==> src/rtl/core/rhc_pkg.sv <==
// Shared types and constants of the RGB to HSL converter.
`default_nettype none
package rhc_pkg;

    localparam int CHAN_W  = 8;
    localparam int HUE_W   = 9;
    localparam int PCT_W   = 7;

    // restoring divider geometry
    localparam int DIV_NUM_W  = 18;
    localparam int DIV_DEN_W  = 9;
    localparam int DIV_QUO_W  = 9;
    localparam int DIV_STAGES = 3;
    localparam int DIV_BPS    = 3;

    // lightness = floor((20*s + 51) / 102), done as a reciprocal multiply
    localparam int LT_X_W               = 14;
    localparam logic [13:0] LT_RECIP    = 14'd10281;
    localparam int LT_SHIFT             = 20;

    // hue numerator multipliers 2*(offset+60)+1 per branch
    localparam logic [19:0] HUE_MUL_RED   = 20'd121;
    localparam logic [19:0] HUE_MUL_GREEN = 20'd361;
    localparam logic [19:0] HUE_MUL_BLUE  = 20'd601;
    localparam logic [8:0]  HUE_BIAS      = 9'd60;
    localparam logic [8:0]  HUE_WRAP      = 9'd300;

    typedef enum logic [1:0] {
        BR_RED   = 2'd0,
        BR_GREEN = 2'd1,
        BR_BLUE  = 2'd2
    } t_branch;

    typedef logic [DIV_STAGES-1:0] t_div_en;

endpackage
`default_nettype wire

==> src/rtl/core/rhc_rgb_if.sv <==
// Input channel: one RGB pixel per item.
`default_nettype none
interface rhc_rgb_if;
    logic                        valid;
    logic                        ready;
    logic [rhc_pkg::CHAN_W-1:0]  red;
    logic [rhc_pkg::CHAN_W-1:0]  green;
    logic [rhc_pkg::CHAN_W-1:0]  blue;

    modport source (output valid, output red, output green, output blue, input ready);
    modport sink   (input valid, input red, input green, input blue, output ready);
endinterface
`default_nettype wire

==> src/rtl/core/rhc_hsl_if.sv <==
// Output channel: one HSL result per item.
`default_nettype none
interface rhc_hsl_if;
    logic                        valid;
    logic                        ready;
    logic [rhc_pkg::HUE_W-1:0]   hue;
    logic [rhc_pkg::PCT_W-1:0]   saturation;
    logic [rhc_pkg::PCT_W-1:0]   lightness;

    modport source (output valid, output hue, output saturation, output lightness,
                    input ready);
    modport sink   (input valid, input hue, input saturation, input lightness,
                    output ready);
endinterface
`default_nettype wire

==> src/rtl/core/rgb_to_hsl_convert.sv <==
// RGB to HSL top level: six-stage pipeline, one pixel per clock when not stalled.
//
// Converts one 8-bit red/green/blue pixel per item into hue (0..359 degrees)
// and saturation/lightness (0..100 percent), each the exact value rounded half
// up. Grey pixels (all channels equal) give hue 0 and saturation 0; when two
// channels tie for the maximum, red wins over green and green over blue. The
// pipeline accepts one item every clock while o_hsl.ready is high. In order,
// stage 0 finds max/min and the hue branch, stage 1 forms the numerators and
// denominators, stages 2..4 are two restoring dividers (hue and saturation,
// three quotient bits per stage) while lightness goes through a reciprocal
// multiply, and stage 5 is the output register with the hue wrap. Every stage
// carries its own valid bit and stalls only when it is full and the stage
// after it is blocked, so bubbles close up and new items keep entering while a
// finished result waits on o_hsl.ready, until every stage is full.
`default_nettype none
module rgb_to_hsl_convert (
    input  wire logic  i_clk,
    input  wire logic  i_rst_n,
    rhc_rgb_if.sink    i_pix,
    rhc_hsl_if.source  o_hsl
);

    localparam int NST = 6;

    logic [NST-1:0] r_vld;
    logic [NST:0]   w_rdy;

    // backward ready chain: a stage moves if empty or the next one moves
    always_comb begin
        w_rdy[NST] = o_hsl.ready;
        for (int k = NST - 1; k >= 0; k--) begin
            w_rdy[k] = !r_vld[k] || w_rdy[k+1];
        end
    end

    always_ff @(posedge i_clk) begin
        if (!i_rst_n) begin
            r_vld <= '0;
        end else begin
            for (int k = 0; k < NST; k++) begin
                if (w_rdy[k]) begin
                    r_vld[k] <= (k == 0) ? i_pix.valid : r_vld[(k == 0) ? 0 : k-1];
                end
            end
        end
    end

    assign i_pix.ready = w_rdy[0];

    // ---------------- stage 0: max, min, branch, channel difference
    logic [7:0]        w_mx, w_mn;
    rhc_pkg::t_branch  w_br;
    logic signed [8:0] w_diff;

    always_comb begin
        w_mx = i_pix.red;
        w_mn = i_pix.red;
        if (i_pix.green > w_mx) w_mx = i_pix.green;
        if (i_pix.blue  > w_mx) w_mx = i_pix.blue;
        if (i_pix.green < w_mn) w_mn = i_pix.green;
        if (i_pix.blue  < w_mn) w_mn = i_pix.blue;
        // tie order: red, then green, then blue
        if (w_mx == i_pix.red) begin
            w_br   = rhc_pkg::BR_RED;
            w_diff = $signed({1'b0, i_pix.green}) - $signed({1'b0, i_pix.blue});
        end else if (w_mx == i_pix.green) begin
            w_br   = rhc_pkg::BR_GREEN;
            w_diff = $signed({1'b0, i_pix.blue}) - $signed({1'b0, i_pix.red});
        end else begin
            w_br   = rhc_pkg::BR_BLUE;
            w_diff = $signed({1'b0, i_pix.red}) - $signed({1'b0, i_pix.green});
        end
    end

    logic [7:0]        r_d0;
    logic [8:0]        r_s0;
    logic signed [8:0] r_diff0;
    rhc_pkg::t_branch  r_br0;

    always_ff @(posedge i_clk) begin
        if (w_rdy[0]) begin
            r_d0    <= w_mx - w_mn;
            r_s0    <= {1'b0, w_mx} + {1'b0, w_mn};
            r_diff0 <= w_diff;
            r_br0   <= w_br;
        end
    end

    // ---------------- stage 1: numerators and denominators
    // hue:  (2*num + d) / (2*d), num = 60*diff + (offset+60)*d
    // sat:  (200*d + den) / (2*den), den = s or 510 - s
    // light: x = 20*s + 51, result = x / 102
    logic [19:0]        w_mulc;
    logic signed [19:0] w_hterm_a;
    logic [19:0]        w_hterm_b;
    logic signed [19:0] w_hsum;
    logic [7:0]         w_den;
    logic [17:0]        w_snum;
    logic [13:0]        w_lx;

    always_comb begin
        case (r_br0)
            rhc_pkg::BR_RED:   w_mulc = rhc_pkg::HUE_MUL_RED;
            rhc_pkg::BR_GREEN: w_mulc = rhc_pkg::HUE_MUL_GREEN;
            rhc_pkg::BR_BLUE:  w_mulc = rhc_pkg::HUE_MUL_BLUE;
            default:           w_mulc = rhc_pkg::HUE_MUL_RED;
        endcase
        w_hterm_a = $signed({{11{r_diff0[8]}}, r_diff0}) * 20'sd120;
        w_hterm_b = {12'd0, r_d0} * w_mulc;
        w_hsum    = w_hterm_a + $signed(w_hterm_b);
        w_den     = (r_s0 <= 9'd255) ? r_s0[7:0] : 8'(9'd510 - r_s0);
        w_snum    = 18'({10'd0, r_d0} * 18'd200) + {10'd0, w_den};
        w_lx      = 14'({5'd0, r_s0} * 14'd20) + 14'd51;
    end

    logic [17:0] r_hnum1, r_snum1;
    logic [8:0]  r_hden1, r_sden1;
    logic [13:0] r_lx1;
    logic        r_grey1;

    always_ff @(posedge i_clk) begin
        if (w_rdy[1]) begin
            r_hnum1 <= w_hsum[17:0];
            r_hden1 <= {r_d0, 1'b0};
            r_snum1 <= w_snum;
            r_sden1 <= {w_den, 1'b0};
            r_lx1   <= w_lx;
            r_grey1 <= (r_d0 == 8'd0);
        end
    end

    // ---------------- stages 2..4: dividers, lightness multiply alongside
    logic [8:0] w_hquo, w_squo;

    rhc_div_pipe u_hue_div (
        .i_clk (i_clk),
        .i_en  (w_rdy[4:2]),
        .i_num (r_hnum1),
        .i_den (r_hden1),
        .o_quo (w_hquo)
    );

    rhc_div_pipe u_sat_div (
        .i_clk (i_clk),
        .i_en  (w_rdy[4:2]),
        .i_num (r_snum1),
        .i_den (r_sden1),
        .o_quo (w_squo)
    );

    logic [27:0] w_lprod;
    assign w_lprod = r_lx1 * rhc_pkg::LT_RECIP;

    logic [6:0] r_lt [2:4];
    logic       r_grey [2:4];

    always_ff @(posedge i_clk) begin
        if (w_rdy[2]) begin
            r_lt[2]   <= w_lprod[rhc_pkg::LT_SHIFT +: 7];
            r_grey[2] <= r_grey1;
        end
        for (int k = 3; k <= 4; k++) begin
            if (w_rdy[k]) begin
                r_lt[k]   <= r_lt[k-1];
                r_grey[k] <= r_grey[k-1];
            end
        end
    end

    // ---------------- stage 5: hue bias removal and wrap, output register
    logic [8:0] w_hue;
    always_comb begin
        if (r_grey[4]) begin
            w_hue = '0;
        end else if (w_hquo < rhc_pkg::HUE_BIAS) begin
            w_hue = w_hquo + rhc_pkg::HUE_WRAP;
        end else begin
            w_hue = w_hquo - rhc_pkg::HUE_BIAS;
        end
    end

    logic [8:0] r_hue5;
    logic [6:0] r_sat5, r_lt5;

    always_ff @(posedge i_clk) begin
        if (w_rdy[5]) begin
            r_hue5 <= w_hue;
            r_sat5 <= r_grey[4] ? 7'd0 : w_squo[6:0];
            r_lt5  <= r_lt[4];
        end
    end

    assign o_hsl.valid      = r_vld[NST-1];
    assign o_hsl.hue        = r_hue5;
    assign o_hsl.saturation = r_sat5;
    assign o_hsl.lightness  = r_lt5;

endmodule
`default_nettype wire

==> src/rtl/core/rhc_div_pipe.sv <==
// Pipelined restoring divider, DIV_BPS quotient bits per stage.
`default_nettype none
module rhc_div_pipe (
    input  wire logic                                i_clk,
    input  wire rhc_pkg::t_div_en                    i_en,
    input  wire logic [rhc_pkg::DIV_NUM_W-1:0]       i_num,
    input  wire logic [rhc_pkg::DIV_DEN_W-1:0]       i_den,
    output logic      [rhc_pkg::DIV_QUO_W-1:0]       o_quo
);

    logic [rhc_pkg::DIV_NUM_W-1:0] r_rem [rhc_pkg::DIV_STAGES];
    logic [rhc_pkg::DIV_DEN_W-1:0] r_den [rhc_pkg::DIV_STAGES];
    logic [rhc_pkg::DIV_QUO_W-1:0] r_quo [rhc_pkg::DIV_STAGES];

    logic [rhc_pkg::DIV_NUM_W-1:0] n_rem [rhc_pkg::DIV_STAGES];
    logic [rhc_pkg::DIV_QUO_W-1:0] n_quo [rhc_pkg::DIV_STAGES];

    // one stage: DIV_BPS trial subtractions, MSB first
    always_comb begin
        logic [rhc_pkg::DIV_NUM_W-1:0] rem;
        logic [rhc_pkg::DIV_QUO_W-1:0] quo;
        logic [rhc_pkg::DIV_DEN_W-1:0] den;
        logic [rhc_pkg::DIV_NUM_W-1:0] trial;
        int                            bit_idx;
        for (int k = 0; k < rhc_pkg::DIV_STAGES; k++) begin
            if (k == 0) begin
                rem = i_num;
                quo = '0;
                den = i_den;
            end else begin
                rem = r_rem[(k == 0) ? 0 : k-1];
                quo = r_quo[(k == 0) ? 0 : k-1];
                den = r_den[(k == 0) ? 0 : k-1];
            end
            for (int j = 0; j < rhc_pkg::DIV_BPS; j++) begin
                bit_idx = rhc_pkg::DIV_QUO_W - 1 - k * rhc_pkg::DIV_BPS - j;
                trial = rhc_pkg::DIV_NUM_W'(den) << bit_idx;
                if (rem >= trial) begin
                    rem          = rem - trial;
                    quo[bit_idx] = 1'b1;
                end
            end
            n_rem[k] = rem;
            n_quo[k] = quo;
        end
    end

    always_ff @(posedge i_clk) begin
        for (int k = 0; k < rhc_pkg::DIV_STAGES; k++) begin
            if (i_en[k]) begin
                r_rem[k] <= n_rem[k];
                r_quo[k] <= n_quo[k];
                r_den[k] <= (k == 0) ? i_den : r_den[(k == 0) ? 0 : k-1];
            end
        end
    end

    assign o_quo = r_quo[rhc_pkg::DIV_STAGES-1];

endmodule
`default_nettype wire

==> src/flat_wrapper.sv <==
// flat-port wrapper written by rule: the top's interface ports become plain ports
module rgb_to_hsl_convert_flat 
  (i_clk, i_rst_n, i_pix_valid, i_pix_red, i_pix_green, i_pix_blue, i_pix_ready, o_hsl_valid, o_hsl_hue, o_hsl_saturation, o_hsl_lightness, o_hsl_ready);
  rhc_rgb_if i_pix_i ();
  rhc_hsl_if o_hsl_i ();
  input  wire logic i_clk;
  input  wire logic i_rst_n;
  input wire logic [$bits(i_pix_i.valid)-1:0] i_pix_valid;
  input wire logic [$bits(i_pix_i.red)-1:0] i_pix_red;
  input wire logic [$bits(i_pix_i.green)-1:0] i_pix_green;
  input wire logic [$bits(i_pix_i.blue)-1:0] i_pix_blue;
  output wire logic [$bits(i_pix_i.ready)-1:0] i_pix_ready;
  output wire logic [$bits(o_hsl_i.valid)-1:0] o_hsl_valid;
  output wire logic [$bits(o_hsl_i.hue)-1:0] o_hsl_hue;
  output wire logic [$bits(o_hsl_i.saturation)-1:0] o_hsl_saturation;
  output wire logic [$bits(o_hsl_i.lightness)-1:0] o_hsl_lightness;
  input wire logic [$bits(o_hsl_i.ready)-1:0] o_hsl_ready;
  assign i_pix_i.valid = i_pix_valid;
  assign i_pix_i.red = i_pix_red;
  assign i_pix_i.green = i_pix_green;
  assign i_pix_i.blue = i_pix_blue;
  assign i_pix_ready = i_pix_i.ready;
  assign o_hsl_valid = o_hsl_i.valid;
  assign o_hsl_hue = o_hsl_i.hue;
  assign o_hsl_saturation = o_hsl_i.saturation;
  assign o_hsl_lightness = o_hsl_i.lightness;
  assign o_hsl_i.ready = o_hsl_ready;
  rgb_to_hsl_convert u_core (.i_clk(i_clk), .i_rst_n(i_rst_n), .i_pix(i_pix_i), .o_hsl(o_hsl_i));
endmodule
==> config.mk <==
export PLATFORM = sky130hd
export DESIGN_NAME = rgb_to_hsl_convert_flat
export DESIGN_NICKNAME = d
export VERILOG_FILES = /design/src/rtl/core/rhc_pkg.sv /design/src/rtl/core/rhc_rgb_if.sv /design/src/rtl/core/rhc_hsl_if.sv /design/src/rtl/core/rgb_to_hsl_convert.sv /design/src/rtl/core/rhc_div_pipe.sv /design/src/flat_wrapper.sv
export SDC_FILE = /design/constraint.sdc
export NUM_CORES = 1
export LEC_CHECK = 0
export ABC_AREA = 1
export BUFFER_PORTS_ARGS = -buffer_cell sky130_fd_sc_hd__buf_2
export CORE_MARGIN = 2
export CORE_UTILIZATION = 65
export DETAILED_ROUTE_END_ITERATION = 10
export GPL_TIMING_DRIVEN = 0
export PLACE_DENSITY = 0.79
export SLEW_MARGIN = 20
export SYNTH_ARGS = -nofsm -noshare
export SYNTH_HDL_FRONTEND = slang
export SYNTH_SLANG_ARGS = --single-unit
==> constraint.sdc <==
create_clock -name i_clk -period 17.8 [get_ports i_clk]
set_input_delay 1.78 -clock i_clk [delete_from_list [all_inputs] [get_ports i_clk]]
set_output_delay 1.78 -clock i_clk [all_outputs]
set_load 0.02 [all_outputs]
==> reports/summary.md, run 1 <==
After routing the design area is 30000 um^2. For the worst flop-to-flop path, the logic depth is 32. For this run, asynchronously set or reset flops after synthesis account for 0%.

The most common flop cell mapped by yosys is edfxtp_1. The layout has 3319 filler cells. STA classifies the critical path startpoint as a register.

The tools report the startpoint of the most critical register-to-register path as u_core.r_sden1[1]. The clock passes through at most 3 buffers. Y dimension of the die: 211 um. The category of the worst setup path capture point is a register. The post-route netlist has 6.89% of its cells at a drive strength greater than 1. In the routed design, unresolved DRC markers number 0.

Timing would allow up to 135 MHz. Of all nets on the critical path, the largest fanout is 12. The number of antenna violations at the first check in global routing is 0, and the Yosys warning count is 0.

The portion of synthesized area spent on multiplexers is 0.0358%. The core region is 42200 um^2. For the number of top-level pins, the log shows 53.

The run gives 0 as the final-report hold violation count. Among cell families on the critical path, the largest total delay comes from compound AO/OA/AOI/OAI gates. The worst path in the final design needs a cycle of 7.39 ns, including I/O delays and setup.

The worst hold-check path type is reg2reg. The number of antenna diodes in the final layout is 0. The number of max-cap violations was 0; the number of buffer and inverter instances along the worst setup path was 9.

The run gives 75 as the row count. By area the synthesized netlist is led by edfxtp_1, ha_1, nand2_1, inv_1, fa_1. The worst setup margin came out at 10.41 ns.

The run gives 0 as the sum of overflow across all layers after global routing. At the placement stage, the worst setup path has a slack of 10.44 ns. The flow ran to the end, and the final reports show no timing, DRC or antenna violations. In this run the tool buffered the top-level ports with 52 buffer cells.

The compound-gate portion of the synthesized area was 9.78%; the combined area of the multi-input logic cells was 17900 um^2. The post-CTS clock slew at the launch and capture registers of the worst setup and hold paths is 0.06 ns, and the H-tree depth reported by CTS is 1. The xor/xnor cell area share of the yosys netlist works out to 6.24%. Adding up every negative setup slack in the final design gives 0 ns. The count of final setup violators came out at 0.

In this run the post-CTS setup repair buffer count came out at 0. The synthesized area per cell is 7.93 um^2, and the horizontal extent of the die is 211 um. At the worst endpoint, the arrival time is 7.68 ns. Total placed instance area: 29000 um^2. For the flip-flop and latch area, the log shows 7630 um^2. Compared with the post-synthesis result, the final layout area differs by 7.22%. Using the TritonRoute via totals, the vias-per-cell ratio works out to 5.66. The worst hold path cell count was 0; the number of buffers created by CTS was 28. The first global-routing pass estimated 109 mm of wire. The logs give 10.41 ns for the setup slack on the worst flop-to-flop path and 18.08 ns for the worst path required time. The number of nets in the synthesized netlist is 4056.

The number of hold buffers added after CTS was 0. The path with the worst hold slack has its endpoint at u_core.r_lt[3][4]. The maximum number of pins on one net before global-route repair was 44; the wire length reported by the detailed router was 65.4 mm. Sequential cells were found to cover 27.3% of the synthesized design area.

For the total half-perimeter wirelength after legalization and detailed placement, the log shows 53.7 mm. The number of global-route vias before repair came out at 23400. The starting density of the core came out at 66.2%. Summing the areas of all fa, ha and maj instances in the mapped netlist gives 25.1% of the synthesized area. The hold path startpoint was u_core.r_lt[2][4]. Setup repair after global routing left no endpoint under its margin. The count of nets left with antenna violations once routing finished came out at 0. The worst pin sits at a relative slew slack of 43.6%.

The run gives 0.0144 ns as the post-route clock skew. The mapped netlist covers 28000 um^2. For this run, the detailed router's first-pass iteration total came to 6. The commonest cells after synthesis are nand2_1, inv_1, ha_1. The post-cts sizing count is 0, and the top-area cell type share of the netlist area is 26.9%. The slowest cell on the critical path is edfxtp_1. The distinct cell type count after synthesis was 60. For this run, the slowest stage of the critical path takes 0.75 ns.

Hold timing on the final database bottoms out at a slack of 0.418 ns. In the post-synthesis netlist, the cell with the most instances is nand2_1. The total number of vias is 23600. Counting every instance in the synthesized netlist gives 3523. The final critical-path share of the clock period came out at 41.5%.

The final layout contains 4141 nets. The dominant cell type by area after synthesis is edfxtp_1. The final routed wire length divided by cell count was 15.7 um. The worst register-to-register path ends at u_core.u_hue_div.r_rem[0][7].

The number of enable flip-flop cells after synthesis came out at 250. CTS placed an instance of clkbuf_16 at the clock tree root. The floorplan step defined a die boundary enclosing 44700 um^2. By area, the combinational part of the netlist is dominated by adder cells. Global routing used 29.7% of the available tracks.

For the pin with the worst max-slew slack, the measured transition is 0.845 ns. For the initial detailed-routing violation count, the log shows 1515. TritonCTS built the clock tree. For the final weighted congestion in routability-driven placement, the log shows 0.956. The synthesized design contains 256 register bits. Class of the most critical setup path: reg2reg.

The later pin in the worst-skew pair is clocked with a latency of 0.56 ns. The clock drives 256 sinks. The basic-gate share of the synthesized area counting and, or, nand and nor cells came out at 22.7%.

The max-slew violation count was 0.
==> per-layer routing <==
metal  track usage (%)  vias to the layer above  part of all wire (%)
met1              37.7                    11000                    43
met3              3.00                      141                   4.6
met5                 0                        -                     0
li1                  -                    11800                     -
met4              10.6                        0                   3.3
met2              52.8                      670                    49
==> area by class of cell <==
type                            count  area share, %
Tap cell                          539           2.25
Buffer                             28          0.522
Timing Repair Buffer               55           1.07
Clock buffer                       36           2.64
Clock inverter                     16          0.756
Sequential cell                   256           25.4
Inverter                          617           7.74
Multi-Input combinational cell   2622           59.6
==> metrics by stage <==
stage | utilization [%] | std cells
finish | 71.0 | 4169
global route | 71.0 | 4169
CTS | 71.0 | 4169
detailed placement | 68.6 | 4117
global placement | 68.4 | 4114
floorplan | - | 3523
==> kinds of logic (layout without fill, tap and decap cells) <==
logic type                 Yosys count  after routing
DFF                                256            256
AOI/OAI and AO/OA                  497            497
adders and majority gates          505            505
buffers and inverters              645            752
and+or+nand+nor                   1420           1420
muxes                                1              1
xor gates and xnor gates           199            199
==> worst max path at each step <==
stage / startpoint / end / cells after the start
global placement: o_hsl_ready / i_pix_ready / 12
global route: u_core.r_sden1[1] / u_core.u_hue_div.r_rem[0][7] / 32
CTS: o_hsl_ready / i_pix_ready / 12
detailed placement: o_hsl_ready / i_pix_ready / 12
finish: u_core.r_sden1[1] / u_core.u_hue_div.r_rem[0][7] / 32
floorplan: o_hsl_ready / i_pix_ready / 10
==> cells in the final DEF (no fill, tap or decap), drive strengths merged, types with 10 or more instances in the layout <==
cell type,instances
clkinv,11
clkbuf,43
or2,10
o21ai,195
fa,94
inv,614
xnor2,75
nor3,42
nand3b,12
nand3,175
o21bai,24
nor2,283
edfxtp,250
nand4,80
a31oi,10
a21oi,218
buf,76
nand2,799
xor2,124
ha,411
nor4,11
==> sequential cells by signal, indices dropped and copies added (netlist names), 11 cells and up <==
name                    flops
u_core.u_sat_div.r_rem     34
u_core.r_snum1             14
u_core.r_hnum1             17
u_core.r_lx1               11
u_core.u_hue_div.r_rem     36
u_core.u_sat_div.r_quo     12
u_core.r_lt                21
u_core.u_hue_div.r_quo     18
Power of run 1 is left out: the tool's default activity adds up to more than one toggle a clock period on the data nets, which glitch-free logic cannot reach.
==> run 2, diff against run 1 <==
--- a/config.mk
+++ b/config.mk
@@ -5,13 +5,13 @@
 export SDC_FILE = /design/constraint.sdc
 export NUM_CORES = 1
 export LEC_CHECK = 0
-export ABC_AREA = 1
+export ABC_AREA = 0
 export BUFFER_PORTS_ARGS = -buffer_cell sky130_fd_sc_hd__buf_2
 export CORE_MARGIN = 2
-export CORE_UTILIZATION = 65
+export CORE_UTILIZATION = 59
 export DETAILED_ROUTE_END_ITERATION = 10
 export GPL_TIMING_DRIVEN = 0
-export PLACE_DENSITY = 0.79
+export PLACE_DENSITY = 0.76
 export SLEW_MARGIN = 20
 export SYNTH_ARGS = -nofsm -noshare
 export SYNTH_HDL_FRONTEND = slang
==> constraint.sdc (replaced) <==
create_clock -name i_clk -period 6.1 [get_ports i_clk]
set_input_delay 0.61 -clock i_clk [delete_from_list [all_inputs] [get_ports i_clk]]
set_output_delay 0.61 -clock i_clk [all_outputs]
set_load 0.02 [all_outputs]
==> reports/summary.md, run 2 <==
Clock-pin slew was measured on the worst setup and hold paths at 0.06 ns. After detailed routing, the average wire length per cell comes to 17.5 um. The number of antenna violations at the first check in global routing came out at 0.

In this run the standard cell core region covers 44000 um^2. In this run the critical register-to-register path is launched from u_core.u_sat_div.r_rem[0][1]. In this run the cell area of the synthesized design comes to 26200 um^2.

The maximum number of pins on one net before global-route repair is 59, and the wire length reported by the detailed router is 63.5 mm. The worst setup path is of the reg2reg kind. The number of instances in the synthesized netlist was 2706. Between clock sinks in the finished design, the worst skew comes to 0.0156 ns. The hold buffer count at cts came out at 0.

The path class of the tightest hold or removal check is in2reg. In this run, synthesis inferred 250 flip-flops with an integrated enable. For the worst setup path, the data required time is 6.39 ns. The slowest cell on the critical path is or4_4. Number of buffers inserted by port buffering: 52.

The tree is rooted in a clkbuf_16. In the layout the commonest cells are ha_1, inv_1, edfxtp_1. In the global route stage, met1 resource usage came out at 29.4%. The final critical-path share of the clock period is 107%, and the maximum root-to-sink buffer count is 3.

The number of flip-flops under the largest register name works out to 36. The run finished, with violations left. The startpoint identified for the worst hold timing path is i_rst_n.

The share of post-route cells with drive strength above 1 was 23.2%. Antenna violation net count after detailed routing: 0. The worst setup path is captured at a register.

The total number of vias is 21200. The tools report the H-tree depth reported by CTS as 1. Summed over all instances, the cell type with the most area after synthesis is edfxtp_1. The share of the Yosys chip area taken by registers is 29.1%. The register containing the most flip-flops in the final layout was u_core.u_hue_div.r_rem. met2 is the most crowded layer. TritonCTS built the clock tree. The setup slack on the worst flop-to-flop path is -0.40 ns. In the synthesized netlist the dominant register cell turns out to be edfxtp_1. Setup violations remaining at the end of the flow were counted as 34. The run gives 77 as the row count. 53 I/O pins were placed. For this configuration, the core starts out at a cell density of 59.5%.

At the later pin of the worst-skew pair, clock insertion delay measures 0.55 ns. The tools report the sink of the worst hold path as u_core.r_vld[3]. In this run the horizontal extent of the chip is 215 um.

The net count after synthesis was 3239; the initial detailed-routing violation count was 1110. Along the worst path, the maximum fanout reaches 7. The post-layout net count is 3560. The first-pass detailed-route iteration total came out at 5.

At the pin with the least slew margin, the transition time is 1.00 ns. The arrival time at the worst endpoint is 6.79 ns, and the Yosys warning count is 0. Setup repair after global routing could not meet its margin everywhere. The max-slew violation count was 0. The most common cell in the synthesized netlist was ha_1. For this run, the slowest stage of the critical path takes 0.57 ns. In this run, distinct cell masters in the synthesized netlist total 91. Detailed placement ended at an HPWL of 44.5 mm. The number of clock sinks seen by CTS was 256. Global routing consumed, on the met2 layer, 47.8% of the routing resources.

The y dimension of the die is 215 um, and the fraction of met3 tracks used by global routing is 1.81%. Counting instances, the worst hold path has a depth of 2. Number of global-route vias before repair: 21100. The worst register-to-register path ends at u_core.u_sat_div.r_rem[0][22].

The final reports fail on setup timing. In the global route stage, overall resource usage came out at 25.1%. The largest registers in the layout are u_core.u_hue_div.r_rem: 36 flops, u_core.u_sat_div.r_rem: 34 flops, u_core.r_lt: 21 flops. The tools report the sum of overflow across all layers after global routing as 0.

The number of buffers created by CTS was 27. 0 antenna diodes ended up in the layout. Measured against its own limit, the worst slew margin works out to 33.0%.

In the routed design, unresolved DRC markers number 0. By area the synthesized netlist is led by edfxtp_1, ha_1, fa_1, inv_1, xnor2_1. Leaving out fill and tap cells, the most frequent cell in the layout is ha_1. In the synthesized netlist, the cells that appear most often are ha_1, inv_1, edfxtp_1. Counting tap cells, the placed design contains a total of 3352 instances. The post-layout minimum cycle time came out at 6.50 ns.

The run gives 0.938 as the final weighted congestion in routability-driven placement. The synthesized design contains 256 register bits. The run gives -0.402 ns as the worst setup margin. The tool flagged a number of max-cap violations equal to 0. The floorplan step defined a die boundary enclosing 46100 um^2. Using the TritonRoute via totals, the vias-per-cell ratio works out to 5.83.

Summed over its instances, the top area cell type makes up 28.6% of the synthesized netlist area. STA classifies the critical path startpoint as a register. The area overhead of the layout relative to synthesis was 21.7%; the maximum frequency from static timing analysis was 154 MHz.

The wire length of the first global-routing pass is 97.5 mm, and the synthesized area per cell is 9.69 um^2. The tools report the final-report hold violation count as 0. The number of cells on the worst reg-to-reg path came out at 33. Of all flip-flops after synthesis, the portion carrying an async set or reset was 0%. The final instance count without filler cells was 3638.
-- run 2: cell count changes after synthesis, moves of 58 or more --
cell / previous run / this run
nand2_1: 764 / 118
inv_1: 582 / 360
nand3_1: 155 / 46
xnor2_1: 75 / 138
nor2_1: 268 / 209
nor2b_1: 0 / 59
a21o_1: 9 / 67
-- run 2: per-stage QoR --
stage               instance area [um^2]  setup slack [ns]  hold slack [ns]  util, %  TNS (ns)
finish                             31900            -0.402            0.347     72.5     -7.38
global route                       31900            -0.620            0.339     72.5    -19.11
CTS                                30300            -0.255            0.330     68.8     -1.63
detailed placement                 27600             -1.51            0.405     62.8    -81.66
global placement                   27600             -1.36            0.402     62.6    -69.85
floorplan                          26600           -0.0995            0.400        -    -0.455
-- run 2: cells by family (layout without fill, tap and decap cells) --
family	count (synthesis)	count (layout)	synth area share [%]
simple gates	651	651	12.5
compound gates	564	564	13.7
fa+ha+maj	505	505	26.8
buf+inv	395	735	5.71
flops	256	256	29.1
xor+xnor	220	220	7.40
mux	115	115	4.76
-- run 2: worst max-delay path by stage --
stage / slack (ns) / cells after the start / end / start
after floorplan: -0.1 / 31 / u_core.u_sat_div.r_rem[0][35] / u_core.u_hue_div.r_rem[0][0]
after global placement: -1.36 / 30 / u_core.u_hue_div.r_rem[0][7] / u_core.r_sden1[1]
after detailed placement: -1.51 / 30 / u_core.u_hue_div.r_rem[0][7] / u_core.r_sden1[1]
after CTS: -0.25 / 32 / u_core.u_sat_div.r_quo[2][0] / u_core.u_sat_div.r_rem[0][19]
after global routing: -0.62 / 33 / u_core.u_sat_div.r_rem[0][22] / u_core.u_sat_div.r_rem[0][1]
final: -0.40 / 33 / u_core.u_sat_div.r_rem[0][22] / u_core.u_sat_div.r_rem[0][1]
-- run 2: final cells by class --
cell class              count  area (um^2)
clock buffers              39          771
multi-input cells        2055        18800
plain buffers              30          322
fillers                  3011        12100
flip-flops and latches    256         7630
well taps                 592          741
repair buffers            297         2250
clock inverters             9         47.5
inverters                 360         1360
-- run 2: critical path: cells and delay by family (launching register included) --
family,cells,cell delay (ns)
and+or+nand+nor,14,2.54
muxes,1,0.11
adders and majority gates,2,0.60
DFF,1,0.46
AOI/OAI and AO/OA,8,1.29
buffers and inverters,8,1.22
-- run 2: layer usage --
layer  vias to the layer above  wire length, um
li1                      10200                -
met1                     10200            25600
met2                       590            33000
met3                       185             2150
met4                         0             2770
met5                         -                0
-- run 2: repair_timing --
action                                  CTS  global route
setup buffers                           156            93
pin swaps                               106           126
resized for setup                       160           233
endpoints found under the setup margin   84            70
gates cloned                              1             2
Power of run 2 is left out for the same reason.
==> run 3, diff against run 2 <==
--- a/config.mk
+++ b/config.mk
@@ -8,10 +8,10 @@
 export ABC_AREA = 0
 export BUFFER_PORTS_ARGS = -buffer_cell sky130_fd_sc_hd__buf_2
 export CORE_MARGIN = 2
-export CORE_UTILIZATION = 59
+export CORE_UTILIZATION = 65
 export DETAILED_ROUTE_END_ITERATION = 10
 export GPL_TIMING_DRIVEN = 0
-export PLACE_DENSITY = 0.76
+export PLACE_DENSITY = 0.79
 export SLEW_MARGIN = 20
 export SYNTH_ARGS = -nofsm -noshare
 export SYNTH_HDL_FRONTEND = slang
==> constraint.sdc (replaced) <==
create_clock -name i_clk -period 6.4 [get_ports i_clk]
set_input_delay 0.64 -clock i_clk [delete_from_list [all_inputs] [get_ports i_clk]]
set_output_delay 0.64 -clock i_clk [all_outputs]
set_load 0.02 [all_outputs]
==> reports/summary.md, run 3 (synthesis gave the netlist of run 2 again) <==
The run finished, with violations left. The checks that failed: setup timing. The region available for standard cell placement spans 39700 um^2. TritonCTS built the clock tree.

At the pin with the least slew margin, the transition time is 1.07 ns. The first global-routing pass estimated 97.0 mm of wire. The top cell types in the final layout, fill and taps aside, are ha_1, inv_1, edfxtp_1.

For the final-report hold violation count, the log shows 0. Data on the critical path is required at its endpoint by 6.72 ns. The startpoint of the most critical register-to-register path is u_core.u_hue_div.r_rem[0][0].

The repair_antennas step left the layout with diodes totalling 0. The arrival time at the worst endpoint was 6.89 ns; the post-layout minimum cycle time was 6.57 ns. The count of final setup violators is 5, and the number of buffers created by CTS is 29.

The final critical-path share of the clock period was 103%. The total overflow left after global routing is 0. The wire length reported by the detailed router is 62.7 mm.

The logs give 0 for the max-slew violation count and 20900 for the number of global-route vias before repair. Setup repair after global routing could not meet its margin everywhere. Hold path startpoint: i_pix_valid.

The final instance count without filler cells was 3478; the post-route clock skew was 0.0188 ns. The number of antenna violations at the first check in global routing was 0. Horizontal extent of the die: 205 um.

The worst hold-check path type was in2reg. Measured against its own limit, the worst slew margin works out to 28.5%. The register with the most flip-flops in the layout has 36 of them. Global routing consumed, over all layers together, 28.2% of the routing resources. Input and output buffers added on the ports amount to 52. The clock passes through at most 3 buffers.

The most used routing layer in global routing is met2. In the global route stage, met3 resource usage came out at 3.21%. The layout has 2503 filler cells.

The tools report the H-tree depth reported by CTS as 1. The tree built by TritonCTS fans out to 256 sinks. The post-CTS clock slew at the launch and capture registers of the worst setup and hold paths is 0.07 ns, and the number of max-cap violations is 0. The final routed wire length divided by cell count works out to 18.0 um.

The post-placement cell count is 3285. The setup path with the least slack is of type reg2reg. The most common cell after layout, fill and taps aside is ha_1.

The register containing the most flip-flops in the final layout was u_core.u_hue_div.r_rem. The first-pass detailed-route iteration total is 6. The root buffer cell is clkbuf_16. For this run, the post-layout net count is 3464.

The largest registers in the layout are u_core.u_hue_div.r_rem: 36 flops, u_core.u_sat_div.r_rem: 34 flops, u_core.r_lt: 21 flops. The post-route DRC violation count was 0; the area overhead of the layout relative to synthesis was 17.0%. The antenna violation net count after detailed routing was 0. Tracing the worst setup path back leads to its startpoint at u_core.u_hue_div.r_rem[0][0]. Of all nets on the critical path, the largest fanout is 7. Using the TritonRoute via totals, the vias-per-cell ratio works out to 6.03.

In this run, the number of DRC markers left after iteration 0 of detailed routing was 1305. The final weighted congestion in routability-driven placement was 0.915; the row count was 73. The run gives 21000 as the total number of vias. The maximum number of pins on one net before global-route repair is 57, and the met1 routing resource usage after global routing is 32.7%. The floorplan step defined a die boundary enclosing 42000 um^2.

The worst setup path is launched from a register. The worst setup margin was -0.172 ns. The share of post-route cells with drive strength above 1 is 18.6%, and the hold buffer count at cts is 0. The combined area of the multi-input logic cells is 18400 um^2, and the maximum frequency from static timing analysis is 152 MHz. The number of top-level pins is 53.

Y dimension of the die: 205 um. In this design, the stage delay of the slowest critical-path cell is 0.39 ns. The tools report the met2 global-route usage as 52.0%.

The initial utilization of the core area, before any placement, comes to 66.0%. Among all stages on the critical path, the largest delay is contributed by edfxtp_1. The clock insertion delay at the later pin of the skew report came out at 0.57 ns.

The tools report the flip-flop and latch area as 7630 um^2. The HPWL after detailed placement is 44.5 mm. The category of the worst setup path capture point is a register.
run 3: timing repair:
action	in CTS	in global routing
gates cloned	0	3
gates resized for setup	138	168
setup endpoints to repair	77	70
hold endpoints to repair	0	0
pin swaps	55	89
buffers inserted	61	82
run 3: metrics by stage:
step	TNS [ns]	worst slack [ns]	util [%]	hold WS, ns	cell area [um^2]
floorplan	-0.0363	-0.0363	-	0.400	26400
global placement	-60.63	-1.29	68.6	0.402	27300
detailed placement	-76.06	-1.52	68.8	0.405	27300
CTS	-0.0114	-0.0114	73.8	0.322	29300
global route	-5.10	-0.380	77.2	0.341	30700
finish	-0.303	-0.172	77.2	0.342	30700
run 3: area by class of cell:
type / count / share of cell area (%)
Multi-Input combinational cell: 2058 / 60.0
Sequential cell: 256 / 24.9
Timing Repair Buffer: 197 / 4.63
Inverter: 360 / 4.44
Clock buffer: 33 / 2.45
Tap cell: 525 / 2.14
Buffer: 29 / 0.796
Clock inverter: 20 / 0.653
run 3: final timing paths:
kind | to | slack [ns] | depth (start not counted)
max reg2reg | u_core.u_sat_div.r_rem[0][35] | -0.17 | 31
max | u_core.u_sat_div.r_rem[0][35] | -0.17 | 31
min | u_core.r_vld[0] | 0.34 | 3
min reg2reg | u_core.r_grey[3] | 0.41 | 0
run 3: critical path: cells and delay by family, from the launching register on:
family	cells	cell delay [ns]
muxes	1	0.34
buffers and inverters	4	0.44
DFF	1	0.39
AOI/OAI and AO/OA	16	2.93
adders and majority gates	4	0.95
and+or+nand+nor	6	1.24
run 3: layer usage:
layer / vias to the layer above / routed length [um]
li1: 10000 / -
met3: 209 / 2760
met2: 643 / 32300
met5: - / 0
met1: 10100 / 24900
met4: 0 / 2760
Power of run 3 is left out for the same reason.
